$ cat src/hdl/i2cms_pkg.sv
// Shared types, codes and defaults of the I2C master sequence engine.
`default_nettype none
package i2cms_pkg;

  localparam int SEQ_DEPTH_DEF = 32;
  localparam int ENTRY_W       = 10;

  localparam logic [1:0] CMD_LOAD  = 2'd0;
  localparam logic [1:0] CMD_START = 2'd1;
  localparam logic [1:0] CMD_EVENT = 2'd2;

  localparam logic [1:0] KIND_WRITE   = 2'd0;
  localparam logic [1:0] KIND_READ    = 2'd1;
  localparam logic [1:0] KIND_RESTART = 2'd2;

  localparam logic [1:0] ST_AVAILABLE = 2'd0;
  localparam logic [1:0] ST_BUSY      = 2'd1;
  localparam logic [1:0] ST_ERROR     = 2'd2;

  localparam logic [2:0] ACT_NONE         = 3'd0;
  localparam logic [2:0] ACT_START_SEND   = 3'd1;
  localparam logic [2:0] ACT_SEND         = 3'd2;
  localparam logic [2:0] ACT_RESTART_SEND = 3'd3;
  localparam logic [2:0] ACT_RECEIVE      = 3'd4;
  localparam logic [2:0] ACT_STOP         = 3'd5;

  typedef enum logic [4:0] {
    OP_NOP,
    OP_CAPTURE,
    OP_LOAD,
    OP_REJECT,
    OP_START_ARB,
    OP_START_GO,
    OP_TX_TAKE,
    OP_ABORT,
    OP_RD_RECEIVE,
    OP_FETCH,
    OP_FINISH,
    OP_RESTART,
    OP_SEND,
    OP_SCAN_BEGIN,
    OP_SCAN_STEP,
    OP_SCAN_END,
    OP_EMIT
  } dp_op_t;

  typedef struct packed {
    logic [1:0] cmd;
    logic       busy;
    logic       arb;
    logic       nack;
    logic       reading;
    logic       left_zero;
    logic       pos_lt_end;
    logic       next_lt_end;
    logic       scan_in_range;
    logic [1:0] kind;
    logic       out_free;
  } dp_stat_t;

endpackage
`default_nettype wire

$ cat src/hdl/i2cms_ram.sv
// Generic single-port-write, single-port-read RAM with registered read data.
`default_nettype none
module i2cms_ram #(
  parameter int WIDTH = 8,
  parameter int DEPTH = 32
) (
  input  wire logic                     clk,
  input  wire logic                     we,
  input  wire logic [$clog2(DEPTH)-1:0] waddr,
  input  wire logic [WIDTH-1:0]         wdata,
  input  wire logic [$clog2(DEPTH)-1:0] raddr,
  output logic      [WIDTH-1:0]         rdata
);

  logic [WIDTH-1:0] mem [DEPTH];

  always_ff @(posedge clk) begin
    if (we) begin
      mem[waddr] <= wdata;
    end
    rdata <= mem[raddr];
  end

endmodule
`default_nettype wire

$ cat src/hdl/i2cms_dp.sv
// Datapath: captured beat, sequence store, channel registers and result registers.
`default_nettype none
module i2cms_dp #(
  parameter int SEQ_DEPTH = i2cms_pkg::SEQ_DEPTH_DEF
) (
  input  wire logic               clk,
  input  wire logic               rst_n,
  input  wire i2cms_pkg::dp_op_t  op,
  output i2cms_pkg::dp_stat_t     stat,
  input  wire logic [1:0]         in_cmd,
  input  wire logic [4:0]         in_entry_index,
  input  wire logic [1:0]         in_entry_kind,
  input  wire logic [7:0]         in_entry_byte,
  input  wire logic [5:0]         in_seq_len,
  input  wire logic               in_arb_lost,
  input  wire logic               in_nack_received,
  input  wire logic [7:0]         in_rx_byte,
  output logic                    out_valid,
  input  wire logic               out_ready,
  output logic [2:0]              out_bus_action,
  output logic [7:0]              out_tx_byte,
  output logic                    out_nack_next,
  output logic                    out_rx_valid,
  output logic [7:0]              out_rx_data,
  output logic [1:0]              out_seq_status,
  output logic                    out_rejected,
  output logic                    out_done_res
);

  localparam int AW = $clog2(SEQ_DEPTH);
  localparam int PW = $clog2(SEQ_DEPTH + 2);
  localparam int SW = PW + 1;
  localparam int LW = (PW > 6) ? PW : 6;

  // captured beat
  logic [1:0] cmd_r, cmd_nxt;
  logic [4:0] idx_r, idx_nxt;
  logic [1:0] kind_r, kind_nxt;
  logic [7:0] byte_r, byte_nxt;
  logic [5:0] len_r, len_nxt;
  logic       arb_r, arb_nxt;
  logic       nack_r, nack_nxt;
  logic [7:0] rxb_r, rxb_nxt;

  // channel state
  logic [PW-1:0] pos_r, pos_nxt;
  logic [PW-1:0] end_r, end_nxt;
  logic          mode_r, mode_nxt;
  logic [PW-1:0] left_r, left_nxt;
  logic [1:0]    status_r, status_nxt;

  // staged result
  logic [2:0] act_r, act_nxt;
  logic [7:0] tx_r, tx_nxt;
  logic       nnext_r, nnext_nxt;
  logic       rxv_r, rxv_nxt;
  logic [7:0] rxd_r, rxd_nxt;
  logic       rej_r, rej_nxt;
  logic       done_r, done_nxt;

  // output register
  logic       ovalid_r, ovalid_nxt;
  logic [2:0] oact_r, oact_nxt;
  logic [7:0] otx_r, otx_nxt;
  logic       onnext_r, onnext_nxt;
  logic       orxv_r, orxv_nxt;
  logic [7:0] orxd_r, orxd_nxt;
  logic [1:0] ostat_r, ostat_nxt;
  logic       orej_r, orej_nxt;
  logic       odone_r, odone_nxt;

  logic                       ram_we;
  logic [AW-1:0]              ram_raddr;
  logic [i2cms_pkg::ENTRY_W-1:0] ram_rdata;
  logic [SW-1:0]              scan_pos;
  logic [LW-1:0]              len_ext;
  logic [PW-1:0]              len_cl;

  i2cms_ram #(
    .WIDTH (i2cms_pkg::ENTRY_W),
    .DEPTH (SEQ_DEPTH)
  ) u_store (
    .clk   (clk),
    .we    (ram_we),
    .waddr (AW'(idx_r)),
    .wdata ({kind_r, byte_r}),
    .raddr (ram_raddr),
    .rdata (ram_rdata)
  );

  assign scan_pos = SW'(pos_r) + SW'(1) + SW'(left_r);
  assign len_ext  = LW'(len_r);

  always_comb begin
    if (len_ext == LW'(0)) begin
      len_cl = PW'(1);
    end else if (len_ext > LW'(SEQ_DEPTH)) begin
      len_cl = PW'(SEQ_DEPTH);
    end else begin
      len_cl = PW'(len_ext);
    end
  end

  assign stat.cmd           = cmd_r;
  assign stat.busy          = (status_r == i2cms_pkg::ST_BUSY);
  assign stat.arb           = arb_r;
  assign stat.nack          = nack_r;
  assign stat.reading       = mode_r;
  assign stat.left_zero     = (left_r == PW'(0));
  assign stat.pos_lt_end    = (pos_r < end_r);
  assign stat.next_lt_end   = ((SW'(pos_r) + SW'(1)) < SW'(end_r));
  assign stat.scan_in_range = (scan_pos < SW'(end_r));
  assign stat.kind          = ram_rdata[9:8];
  assign stat.out_free      = !ovalid_r || out_ready;

  always_comb begin
    cmd_nxt    = cmd_r;
    idx_nxt    = idx_r;
    kind_nxt   = kind_r;
    byte_nxt   = byte_r;
    len_nxt    = len_r;
    arb_nxt    = arb_r;
    nack_nxt   = nack_r;
    rxb_nxt    = rxb_r;
    pos_nxt    = pos_r;
    end_nxt    = end_r;
    mode_nxt   = mode_r;
    left_nxt   = left_r;
    status_nxt = status_r;
    act_nxt    = act_r;
    tx_nxt     = tx_r;
    nnext_nxt  = nnext_r;
    rxv_nxt    = rxv_r;
    rxd_nxt    = rxd_r;
    rej_nxt    = rej_r;
    done_nxt   = done_r;
    ovalid_nxt = ovalid_r && !out_ready;
    oact_nxt   = oact_r;
    otx_nxt    = otx_r;
    onnext_nxt = onnext_r;
    orxv_nxt   = orxv_r;
    orxd_nxt   = orxd_r;
    ostat_nxt  = ostat_r;
    orej_nxt   = orej_r;
    odone_nxt  = odone_r;
    ram_we     = 1'b0;
    ram_raddr  = AW'(pos_r);

    unique case (op)
      i2cms_pkg::OP_NOP: begin
      end
      i2cms_pkg::OP_CAPTURE: begin
        cmd_nxt   = in_cmd;
        idx_nxt   = in_entry_index;
        kind_nxt  = in_entry_kind;
        byte_nxt  = in_entry_byte;
        len_nxt   = in_seq_len;
        arb_nxt   = in_arb_lost;
        nack_nxt  = in_nack_received;
        rxb_nxt   = in_rx_byte;
        act_nxt   = i2cms_pkg::ACT_NONE;
        tx_nxt    = 8'd0;
        nnext_nxt = 1'b0;
        rxv_nxt   = 1'b0;
        rxd_nxt   = 8'd0;
        rej_nxt   = 1'b0;
        done_nxt  = 1'b0;
      end
      i2cms_pkg::OP_LOAD: begin
        ram_we = (32'(idx_r) < SEQ_DEPTH);
      end
      i2cms_pkg::OP_REJECT: begin
        rej_nxt = 1'b1;
      end
      i2cms_pkg::OP_START_ARB: begin
        end_nxt    = len_cl;
        mode_nxt   = 1'b0;
        left_nxt   = PW'(0);
        act_nxt    = i2cms_pkg::ACT_STOP;
        status_nxt = i2cms_pkg::ST_ERROR;
      end
      i2cms_pkg::OP_START_GO: begin
        end_nxt    = len_cl;
        mode_nxt   = 1'b0;
        left_nxt   = PW'(0);
        act_nxt    = i2cms_pkg::ACT_START_SEND;
        pos_nxt    = PW'(1);
        status_nxt = i2cms_pkg::ST_BUSY;
        ram_raddr  = AW'(0);
      end
      i2cms_pkg::OP_TX_TAKE: begin
        tx_nxt = ram_rdata[7:0];
      end
      i2cms_pkg::OP_ABORT: begin
        act_nxt    = i2cms_pkg::ACT_STOP;
        status_nxt = i2cms_pkg::ST_ERROR;
      end
      i2cms_pkg::OP_RD_RECEIVE: begin
        rxv_nxt   = 1'b1;
        rxd_nxt   = rxb_r;
        act_nxt   = i2cms_pkg::ACT_RECEIVE;
        nnext_nxt = (left_r == PW'(1));
        left_nxt  = left_r - PW'(1);
        pos_nxt   = pos_r + PW'(1);
      end
      i2cms_pkg::OP_FETCH: begin
        ram_raddr = AW'(pos_r);
      end
      i2cms_pkg::OP_FINISH: begin
        rxv_nxt    = mode_r;
        rxd_nxt    = mode_r ? rxb_r : 8'd0;
        act_nxt    = i2cms_pkg::ACT_STOP;
        done_nxt   = 1'b1;
        status_nxt = i2cms_pkg::ST_AVAILABLE;
      end
      i2cms_pkg::OP_RESTART: begin
        rxv_nxt   = mode_r;
        rxd_nxt   = mode_r ? rxb_r : 8'd0;
        act_nxt   = i2cms_pkg::ACT_RESTART_SEND;
        mode_nxt  = 1'b0;
        pos_nxt   = pos_r + PW'(2);
        ram_raddr = AW'(pos_r + PW'(1));
      end
      i2cms_pkg::OP_SEND: begin
        act_nxt = i2cms_pkg::ACT_SEND;
        tx_nxt  = ram_rdata[7:0];
        pos_nxt = pos_r + PW'(1);
      end
      i2cms_pkg::OP_SCAN_BEGIN: begin
        mode_nxt  = 1'b1;
        left_nxt  = PW'(0);
        ram_raddr = AW'(pos_r + PW'(1));
      end
      i2cms_pkg::OP_SCAN_STEP: begin
        left_nxt  = left_r + PW'(1);
        ram_raddr = AW'(scan_pos + SW'(1));
      end
      i2cms_pkg::OP_SCAN_END: begin
        act_nxt   = i2cms_pkg::ACT_RECEIVE;
        nnext_nxt = (left_r == PW'(0));
        pos_nxt   = pos_r + PW'(1);
      end
      i2cms_pkg::OP_EMIT: begin
        ovalid_nxt = 1'b1;
        oact_nxt   = act_r;
        otx_nxt    = tx_r;
        onnext_nxt = nnext_r;
        orxv_nxt   = rxv_r;
        orxd_nxt   = rxd_r;
        ostat_nxt  = status_r;
        orej_nxt   = rej_r;
        odone_nxt  = done_r;
      end
      default: begin
      end
    endcase
  end

  always_ff @(posedge clk) begin
    if (!rst_n) begin
      pos_r    <= '0;
      end_r    <= '0;
      mode_r   <= 1'b0;
      left_r   <= '0;
      status_r <= i2cms_pkg::ST_AVAILABLE;
      ovalid_r <= 1'b0;
    end else begin
      pos_r    <= pos_nxt;
      end_r    <= end_nxt;
      mode_r   <= mode_nxt;
      left_r   <= left_nxt;
      status_r <= status_nxt;
      ovalid_r <= ovalid_nxt;
    end
  end

  always_ff @(posedge clk) begin
    cmd_r    <= cmd_nxt;
    idx_r    <= idx_nxt;
    kind_r   <= kind_nxt;
    byte_r   <= byte_nxt;
    len_r    <= len_nxt;
    arb_r    <= arb_nxt;
    nack_r   <= nack_nxt;
    rxb_r    <= rxb_nxt;
    act_r    <= act_nxt;
    tx_r     <= tx_nxt;
    nnext_r  <= nnext_nxt;
    rxv_r    <= rxv_nxt;
    rxd_r    <= rxd_nxt;
    rej_r    <= rej_nxt;
    done_r   <= done_nxt;
    oact_r   <= oact_nxt;
    otx_r    <= otx_nxt;
    onnext_r <= onnext_nxt;
    orxv_r   <= orxv_nxt;
    orxd_r   <= orxd_nxt;
    ostat_r  <= ostat_nxt;
    orej_r   <= orej_nxt;
    odone_r  <= odone_nxt;
  end

  assign out_valid      = ovalid_r;
  assign out_bus_action = oact_r;
  assign out_tx_byte    = otx_r;
  assign out_nack_next  = onnext_r;
  assign out_rx_valid   = orxv_r;
  assign out_rx_data    = orxd_r;
  assign out_seq_status = ostat_r;
  assign out_rejected   = orej_r;
  assign out_done_res   = odone_r;

  a_pos_bound: assert property (@(posedge clk) disable iff (!rst_n)
    status_r == i2cms_pkg::ST_BUSY |-> SW'(pos_r) <= SW'(end_r) + SW'(1))
    else $error("position ran past the end of the sequence");

  a_read_run: assert property (@(posedge clk) disable iff (!rst_n)
    mode_r && status_r == i2cms_pkg::ST_BUSY |-> SW'(pos_r) + SW'(left_r) <= SW'(end_r))
    else $error("read run extends beyond the sequence");

  a_emit_free: assert property (@(posedge clk) disable iff (!rst_n)
    op == i2cms_pkg::OP_EMIT |-> !ovalid_r || out_ready)
    else $error("result register overwritten before it was taken");

endmodule
`default_nettype wire

$ cat src/hdl/i2cms_ctrl.sv
// Controller: sequences one beat at a time through the datapath operations.
`default_nettype none
module i2cms_ctrl (
  input  wire logic                clk,
  input  wire logic                rst_n,
  input  wire logic                in_valid,
  output logic                     in_ready,
  input  wire i2cms_pkg::dp_stat_t stat,
  output i2cms_pkg::dp_op_t        op
);

  typedef enum logic [2:0] {
    S_IDLE,
    S_DECODE,
    S_EXAMINE,
    S_SCAN,
    S_TX,
    S_EMIT
  } state_t;

  state_t state_r, state_nxt;

  assign in_ready = (state_r == S_IDLE);

  always_comb begin
    op        = i2cms_pkg::OP_NOP;
    state_nxt = state_r;
    unique case (state_r)
      S_IDLE: begin
        if (in_valid) begin
          op        = i2cms_pkg::OP_CAPTURE;
          state_nxt = S_DECODE;
        end
      end
      S_DECODE: begin
        unique case (stat.cmd)
          i2cms_pkg::CMD_LOAD: begin
            op        = i2cms_pkg::OP_LOAD;
            state_nxt = S_IDLE;
          end
          i2cms_pkg::CMD_START: begin
            priority if (stat.busy) begin
              op        = i2cms_pkg::OP_REJECT;
              state_nxt = S_EMIT;
            end else if (stat.arb) begin
              op        = i2cms_pkg::OP_START_ARB;
              state_nxt = S_EMIT;
            end else begin
              op        = i2cms_pkg::OP_START_GO;
              state_nxt = S_TX;
            end
          end
          i2cms_pkg::CMD_EVENT: begin
            priority if (!stat.busy) begin
              state_nxt = S_IDLE;
            end else if (stat.arb) begin
              op        = i2cms_pkg::OP_ABORT;
              state_nxt = S_EMIT;
            end else if (stat.reading && !stat.left_zero) begin
              op        = i2cms_pkg::OP_RD_RECEIVE;
              state_nxt = S_EMIT;
            end else if (!stat.pos_lt_end) begin
              op        = i2cms_pkg::OP_FINISH;
              state_nxt = S_EMIT;
            end else if (!stat.reading && stat.nack) begin
              op        = i2cms_pkg::OP_ABORT;
              state_nxt = S_EMIT;
            end else begin
              op        = i2cms_pkg::OP_FETCH;
              state_nxt = S_EXAMINE;
            end
          end
          default: begin
            state_nxt = S_IDLE;
          end
        endcase
      end
      S_EXAMINE: begin
        priority if (stat.kind == i2cms_pkg::KIND_RESTART) begin
          op        = i2cms_pkg::OP_RESTART;
          state_nxt = stat.next_lt_end ? S_TX : S_EMIT;
        end else if (stat.reading) begin
          op        = i2cms_pkg::OP_FINISH;
          state_nxt = S_EMIT;
        end else if (stat.kind == i2cms_pkg::KIND_READ) begin
          op        = i2cms_pkg::OP_SCAN_BEGIN;
          state_nxt = S_SCAN;
        end else begin
          op        = i2cms_pkg::OP_SEND;
          state_nxt = S_EMIT;
        end
      end
      S_SCAN: begin
        if (stat.scan_in_range && stat.kind == i2cms_pkg::KIND_READ) begin
          op = i2cms_pkg::OP_SCAN_STEP;
        end else begin
          op        = i2cms_pkg::OP_SCAN_END;
          state_nxt = S_EMIT;
        end
      end
      S_TX: begin
        op        = i2cms_pkg::OP_TX_TAKE;
        state_nxt = S_EMIT;
      end
      S_EMIT: begin
        if (stat.out_free) begin
          op        = i2cms_pkg::OP_EMIT;
          state_nxt = S_IDLE;
        end
      end
      default: begin
        state_nxt = S_IDLE;
      end
    endcase
  end

  always_ff @(posedge clk) begin
    if (!rst_n) begin
      state_r <= S_IDLE;
    end else begin
      state_r <= state_nxt;
    end
  end

  a_one_beat: assert property (@(posedge clk) disable iff (!rst_n)
    in_valid && in_ready |=> !in_ready)
    else $error("second beat taken while the first is in work");

  a_scan_in_range: assert property (@(posedge clk) disable iff (!rst_n)
    op == i2cms_pkg::OP_SCAN_STEP |-> stat.reading && stat.scan_in_range)
    else $error("read run scan stepped outside the sequence");

  a_emit_only_from_emit: assert property (@(posedge clk) disable iff (!rst_n)
    op == i2cms_pkg::OP_EMIT |=> in_ready)
    else $error("controller did not return to idle after a result");

endmodule
`default_nettype wire

$ cat src/hdl/i2c_master_sequence_engine.sv
// Top level of the I2C master sequence engine: controller plus datapath.
//
//   channel | direction | handshake            | payload
//   in_     | input     | in_valid / in_ready  | cmd, entry, seq_len, bus event fields
//   out_    | output    | out_valid / out_ready| bus action, tx byte, rx byte, status
//
// A load and an ignored beat return straight to idle; a start and a bus event end by
// emitting a result, and an event that opens a read run first walks the store's
// read port entry by entry to find the run length.
// Synchronous active-low reset clears the channel to available; the store keeps
// no reset. A new beat is taken once the result, if any, is in the output register, which
// holds while out_ready is low.
`default_nettype none
module i2c_master_sequence_engine #(
  parameter int SEQ_DEPTH = i2cms_pkg::SEQ_DEPTH_DEF
) (
  input  wire logic       clk,
  input  wire logic       rst_n,
  input  wire logic       in_valid,
  output logic            in_ready,
  input  wire logic [1:0] in_cmd,
  input  wire logic [4:0] in_entry_index,
  input  wire logic [1:0] in_entry_kind,
  input  wire logic [7:0] in_entry_byte,
  input  wire logic [5:0] in_seq_len,
  input  wire logic       in_arb_lost,
  input  wire logic       in_nack_received,
  input  wire logic [7:0] in_rx_byte,
  output logic            out_valid,
  input  wire logic       out_ready,
  output logic [2:0]      out_bus_action,
  output logic [7:0]      out_tx_byte,
  output logic            out_nack_next,
  output logic            out_rx_valid,
  output logic [7:0]      out_rx_data,
  output logic [1:0]      out_seq_status,
  output logic            out_rejected,
  output logic            out_done_res
);

  i2cms_pkg::dp_op_t   op;
  i2cms_pkg::dp_stat_t stat;

  i2cms_ctrl u_ctrl (
    .clk      (clk),
    .rst_n    (rst_n),
    .in_valid (in_valid),
    .in_ready (in_ready),
    .stat     (stat),
    .op       (op)
  );

  i2cms_dp #(
    .SEQ_DEPTH (SEQ_DEPTH)
  ) u_dp (
    .clk              (clk),
    .rst_n            (rst_n),
    .op               (op),
    .stat             (stat),
    .in_cmd           (in_cmd),
    .in_entry_index   (in_entry_index),
    .in_entry_kind    (in_entry_kind),
    .in_entry_byte    (in_entry_byte),
    .in_seq_len       (in_seq_len),
    .in_arb_lost      (in_arb_lost),
    .in_nack_received (in_nack_received),
    .in_rx_byte       (in_rx_byte),
    .out_valid        (out_valid),
    .out_ready        (out_ready),
    .out_bus_action   (out_bus_action),
    .out_tx_byte      (out_tx_byte),
    .out_nack_next    (out_nack_next),
    .out_rx_valid     (out_rx_valid),
    .out_rx_data      (out_rx_data),
    .out_seq_status   (out_seq_status),
    .out_rejected     (out_rejected),
    .out_done_res     (out_done_res)
  );

endmodule
`default_nettype wire
$ cat config.mk
export PLATFORM = sky130hd
export DESIGN_NAME = i2c_master_sequence_engine
export DESIGN_NICKNAME = d
export VERILOG_FILES = /design/src/hdl/i2cms_pkg.sv /design/src/hdl/i2cms_ram.sv /design/src/hdl/i2cms_dp.sv /design/src/hdl/i2cms_ctrl.sv /design/src/hdl/i2c_master_sequence_engine.sv
export SDC_FILE = /design/constraint.sdc
export NUM_CORES = 1
export LEC_CHECK = 0
export BUFFER_PORTS_ARGS = -buffer_cell sky130_fd_sc_hd__buf_2
export CORE_MARGIN = 10
export CORE_UTILIZATION = 40
export CTS_CLUSTER_SIZE = 14
export DETAILED_ROUTE_END_ITERATION = 7
export PLACE_DENSITY_LB_ADDON = 0.1
export SKIP_LAST_GASP = 1
export SLEW_MARGIN = 5
export SYNTH_ARGS = -nofsm -noshare
export SYNTH_HDL_FRONTEND = slang
export SYNTH_SLANG_ARGS = --single-unit
$ cat constraint.sdc
create_clock -name clk -period 14.1 [get_ports clk]
set_clock_uncertainty 0.05 [all_clocks]
set_input_delay 2.82 -clock clk [delete_from_list [all_inputs] [get_ports clk]]
set_output_delay 2.82 -clock clk [all_outputs]
set_load 0.02 [all_outputs]
---- Word-level counts from Yosys, hierarchy flattened ----
Memory sizes are Yosys's and may differ from the RTL's. A register that Yosys moved wholly into a read port is not among the register bits.
Index checks and enable logic that the tools add are counted.
word-level totals
  bits in registers ....................... 106
  bits of input ports ..................... 37
  output and inout port bits .............. 27
  memories kept ........................... 1
  RAM bits ................................ 320
operators by class
  mux-type cells .......................... 50
  $add $sub $neg .......................... 7
  magnitude comparators ................... 4
  equal/unequal tests ..................... 29
  reduce and logical (&&, ||, !) cells .... 34
memories
  name              depth  bits a word  rd ports  clocked after memory_dff  write ports  RTL line         text
  u_dp.u_store.mem  32     10           1         1                         1            i2cms_ram.sv:15  logic [WIDTH-1:0] mem [DEPTH];
operators with widths
  kind                 number
  $mux 5               8
  $mux 3               12
  $pmux 3 s6           2
  $pmux 6 s3           2
  $eq 5x4->1 const B   7
  $pmux 5 s3           2
  $pmux 5 s6           1
  $pmux 8 s3           1
  $eq 5x3->1 const B   4
  $pmux 8 s2           1
  $reduce_bool 3->1    5
  $lt 7x6->1           2
  $add 6x1->6 const B  2
  $logic_not 6->1      2
  $mux 6               2
  $reduce_or 2->1      6
  $reduce_or 3->1      4
  $eq 5x2->1 const B   2
  $mux 1               10
  $mux 8               1
  $reduce_bool 2->1    4
  $add 6x1->7 const B  1
  $add 7x6->7          1
  $add 6x2->6 const B  1
  25 further kinds     41

---- Depth between registers and ports, before layout ----
  depth in word-level cells ............... 13
  mapped depth ............................ 23

---- By module ----
From an unflattened synthesis, not the netlist that was laid out.
second synthesis, totals
  cell total of the unflattened synthesis .. 1246
  area, all modules ....................... 18601.6 um^2
by module, submodules not included
  module      times used  area an instance (um^2)  cells an instance  seq. area each (um^2)
  i2cms_ram   1           12993.7                  733                9809.4
  i2cms_dp    1           5068.6                   436                2872.8
  i2cms_ctrl  1           539.3                    77                 60.1

---- Least setup slack after synthesis ----
Ideal clock, no wire load.
  path kind ............................... input-to-reg
  start point ............................. input in_valid
  end point ............................... memory u_dp.u_store.mem[24][0] (netlist name) (enable)
  arrival time ............................ 5530 ps
  cell stages on the path ................. 9
  path slack .............................. 8144 ps
  setup time .............................. 376 ps
  path through ............................ nand2_1 inv_1 a211o_1 a221oi_1 clkbuf_1 nand2_1 nor3_1 nand3_1 nor2_1
between the ends
  cells in the longest elaborated chain, start to end .. 6
RTL lines
  element                       RTL line                          text
  start: declaration            i2c_master_sequence_engine.sv:19  input wire logic in_valid,
  $mux 1                        i2cms_ctrl.sv:30                  if (in_valid) begin
  $pmux 5 s6                    i2cms_ctrl.sv:28                  unique case (state_r)
  $eq 5x2->1                    i2cms_dp.sv:149                   unique case (op)
  $mux 1                        i2cms_dp.sv:149
  $mux 1                        i2cms_ram.sv:18                   if (we) begin
  $mux 1 (implied by the code)  i2cms_ram.sv:19                   mem[waddr] <= wdata;
  end: declaration              i2cms_ram.sv:15
Every way passes these cells.

---- Worst setup path in the final report ----
  start point ............................. register u_dp.pos_r[0]
  end point ............................... register u_dp.u_store.rdata[3], read port of u_dp.u_store.mem
between the ends
  cells in the longest elaborated chain, start to end .. 10
RTL lines
  element                                              RTL line         text
  start: declaration                                   i2cms_dp.sv:46   logic [PW-1:0] pos_r, pos_nxt;
  start signal: assignment                             i2cms_dp.sv:268  pos_r <= pos_nxt;
  branches (longest 9 deep; another with $add 6x1->7)  -
  $pmux 5 s3 (*)                                       i2cms_dp.sv:149
  end: declaration                                     i2cms_ram.sv:12  output logic [WIDTH-1:0] rdata
Every way passes the cells marked *.
A chain may end at the register's enable or synchronous reset.

==> results.json <==
{
  "grt_util_met2_pct": 25.11,
  "grt_max_degree": 62,
  "synth_fp_nets": 1265,
  "dp_hpwl_mm": 28.96,
  "area_delta_synth_final_pct": 12.22,
  "fmax_ghz": 0.1463,
  "grtUsageMet3_pct": 2.949,
  "die-width_um": 235.5,
  "yosysUniqueCellTypes": 77,
  "leakage_nw": 7.238,
  "dieArea_sq_mm": 0.05544,
  "hold_path_class": "flop to flop",
  "synth.cell_area_sq_mm": 0.01857,
  "clk_latency_ns": 0.59,
  "synthTopCellsByArea": "edfxtp_1 65%, mux2i_1 13%, dfxtp_1 3.8%",
  "rows": 78,
  "synth_seq_cells": 436,
  "swShare_pct": 21.06,
  "dr.pass1.iters": 5,
  "crit_chain": "ha_1 -> nand3_1 -> xnor2_1 -> ha_1 -> o21a_1 -> o31a_1 -> a21oi_1 -> ha_1 -> a21oi_1 -> o221ai_1 -> a21o_1 -> a221o_1 -> a31o_1 -> a222oi_1 -> buf_4 -> buf_4 -> mux2i_1 -> o22ai_1 -> nor4_2",
  "cts_max_path_buffers": 3,
  "routed_wl_mm": 45.00,
  "comb_power_share_pct": 3.0,
  "place_inst": 1826,
  "syn_inst": 1195,
  "grt_use_total_pct": 15.93,
  "first_iter_violations": 781,
  "die_height_um": 235.5,
  "use_met1_pct": 21.73,
  "start_util_pct": 40.66,
  "post_cts_buffers": 0,
  "cp_slowest_cell": "buf_4",
  "tns_ns": 0,
  "cts.sinks": 436,
  "switchingPower_mw": 0.5671,
  "intPower_mw": 2.126,
  "gr-total-overflow": 0,
  "min_period_ns": 6.835,
  "critical_path.startpoint_type": "flop",
  "path_clk_slew_ns": 0.06,
  "yosysSeqAreaShare_pct": 68.62,
  "synth-edff-count": 401,
  "critical_path_class": "flop to flop",
  "max_cap_violations": 0,
  "cp_top_family": "compound AO/OA/AOI/OAI gates",
  "gp_congestion": 0.8179,
  "antenna_found_initial": 0,
  "synth_most_common_cell": "edfxtp_1",
  "arrival_ns": 7.28,
  "power_density_mw_per_mm2": 129.2,
  "yosys-top-cells-count": "401 x edfxtp_1, 242 x mux2i_1, 71 x nor2_1",
  "clockPowerShare_pct": 43.3,
  "hold_viol": 0,
  "vias": 10140,
  "ios": 64,
  "worst_slew_pin_slew_ns": 1.205,
  "root_buffer": "clkbuf_16",
  "crit-reg2reg-capture": "u_dp.u_store.rdata[3]",
  "fin_nets": 1344,
  "hold_path_depth": 0,
  "fin_cells": 1910,
  "hold_start": "u_dp.rxd_r[7]",
  "drtAntennaViolNets": 0,
  "grt_pass1_wl_mm": 67.48,
  "critPathMaxFanout": 61,
  "cp.required_ns": 14.55,
  "remaining_drc_errors": 0,
  "setup_viol": 0,
  "holdPathEnd": "u_dp.out_rx_data[7]",
  "status": "completed",
  "cts-resized-gates": 0,
  "ys_warn_count": 0,
  "syn_avg_cell_area_sq_um": 15.54,
  "diodes": 0,
  "r2r_cells": 19,
  "cts_tree": "yes",
  "rsz0062_at_grt": "false",
  "slew_violations": 0,
  "vias_per_cell": 5.310,
  "grt_pass1_vias": 10270,
  "power_frac_seq_pct": 53.7,
  "async_flop_share_pct": 0,
  "end_kind": "flop",
  "r2r_slack_ns": 7.27,
  "htree_num_levels": 2,
  "cpMostUsedCell": "ha_1",
  "yosys.area.top_type_share_pct": 64.85,
  "crit_buf_inv": 2,
  "wl_per_cell_um": 23.56,
  "grt_busiest_layer": "met2",
  "drive_gt1_share_pct": 13.21,
  "synth_ff_type": "edfxtp_1",
  "max_slew_margin_pct": 19.70,
  "peakVddDrop_mv": 0.08831,
  "port-buffer-count": 63,
  "synthDominantAreaCellType": "edfxtp_1",
  "cts_hold_buffers": 0,
  "coreArea_sq_mm": 0.04567,
  "fin_crit_sh_pct": 48.47,
  "max_stage_delay_ns": 0.97,
  "cts_buffers": 46,
  "reg2reg_from": "u_dp.pos_r[0]",
  "nFillCells": 4021
}
[through the flow]
step	util, %	hold slack [ns]	worst slack, ns	instance area [sq um]	power, mW
floorplan	-	0.3503	8.144	18570	1.515
global placement	42.50	0.3531	6.934	19410	1.555
CTS	45.62	0.3693	7.232	20840	2.726
detailed placement	42.50	0.3554	6.915	19410	1.556
global route	45.62	0.3723	6.719	20840	2.787
finish	45.62	0.3678	7.265	20840	2.693
[cell usage in the layout, fill, tap and decap left out, types with 9 or more instances in the layout]
cell	instances
clkbuf_1	15
and2_1	19
nor2_1	70
o22ai_1	40
nand2_1	35
a21oi_1	33
buf_4	19
nand3_1	18
buf_2	63
xnor2_1	9
nor4_2	9
a31oi_1	9
inv_1	22
ha_1	32
nand2b_1	11
dfxtp_1	35
edfxtp_1	401
mux2i_1	242
clkbuf_16	47
nor2b_1	20
nor3_1	12
clkinv_1	13
o21ai_0	15
[final cells by class]
type | count | area, sq um | area share [%]
clock inverters | 22 | 191.4 | 0.9187
flip-flops and latches | 436 | 12740 | 61.15
inverters | 23 | 86.33 | 0.4143
well taps | 600 | 750.7 | 3.603
multi-input cells | 685 | 5376 | 25.80
repair buffers | 82 | 457.9 | 2.198
clock buffers | 62 | 1232 | 5.914
[worst max path at each step]
stage	from	end	slack [ns]	cells past startpoint
final	u_dp.pos_r[0]	u_dp.u_store.rdata[3]	7.27	19
after global routing	u_dp.pos_r[0]	u_dp.u_store.rdata[9]	6.72	20
after CTS	u_dp.pos_r[0]	u_dp.u_store.rdata[5]	7.23	19
after detailed placement	in_valid	u_dp.u_store.rdata[5]	6.92	12
after global placement	in_valid	u_dp.u_store.rdata[3]	6.93	12
after floorplan	in_valid	u_dp.u_store.mem[24][0]	8.14	9
[power by group through the flow]
stage,registers (mW),logic (mW),clock network [mW]
floorplan,1.48,0.0395,0
global placement,1.47,0.0827,0
detailed placement,1.47,0.0830,0
CTS,1.45,0.0832,1.20
global route,1.45,0.0895,1.25
finish,1.45,0.0819,1.17
[metal layers]
metal,wire (um),vias up
met2,20870,214
met3,1981,67
met5,0,-
li1,-,4782
met4,1141,0
met1,21010,5079
[state kept, by name, summed over array words and instances, names as in the netlist, 3 cells and up]
name and cells:
u_ctrl.state_r 3, u_dp.act_r 3, u_dp.byte_r 8, u_dp.end_r 6, u_dp.idx_r 5, u_dp.left_r 6, u_dp.len_ext 6, u_dp.out_bus_action 3
u_dp.out_rx_data 8, u_dp.out_tx_byte 8, u_dp.pos_r 6, u_dp.rxb_r 8, u_dp.rxd_r 8, u_dp.tx_r 8, u_dp.u_store.mem 320, u_dp.u_store.rdata 10
[worst register-to-register path: stages (launching register included)]
cell      delay, ns
dfxtp_1        0.49
ha_1           0.34
nand3_1        0.12
xnor2_1        0.42
ha_1           0.34
o21a_1         0.12
o31a_1         0.13
a21oi_1        0.23
ha_1           0.30
a21oi_1        0.14
o221ai_1       0.18
a21o_1         0.23
a221o_1        0.45
a31o_1         0.36
a222oi_1       0.33
buf_4          0.41
buf_4          0.98
mux2i_1        0.55
o22ai_1        0.27
nor4_2         0.31
[logic make-up after synthesis]
logic type                 synth area share, %
buffers and inverters                    2.560
muxes                                    13.04
xor gates and xnor gates                0.6603
AOI/OAI and AO/OA                        5.775
adders and majority gates                2.264
DFF                                      68.62
and+or+nand+nor                          7.075
No activity file was read; power rests on OpenSTA's default activity.
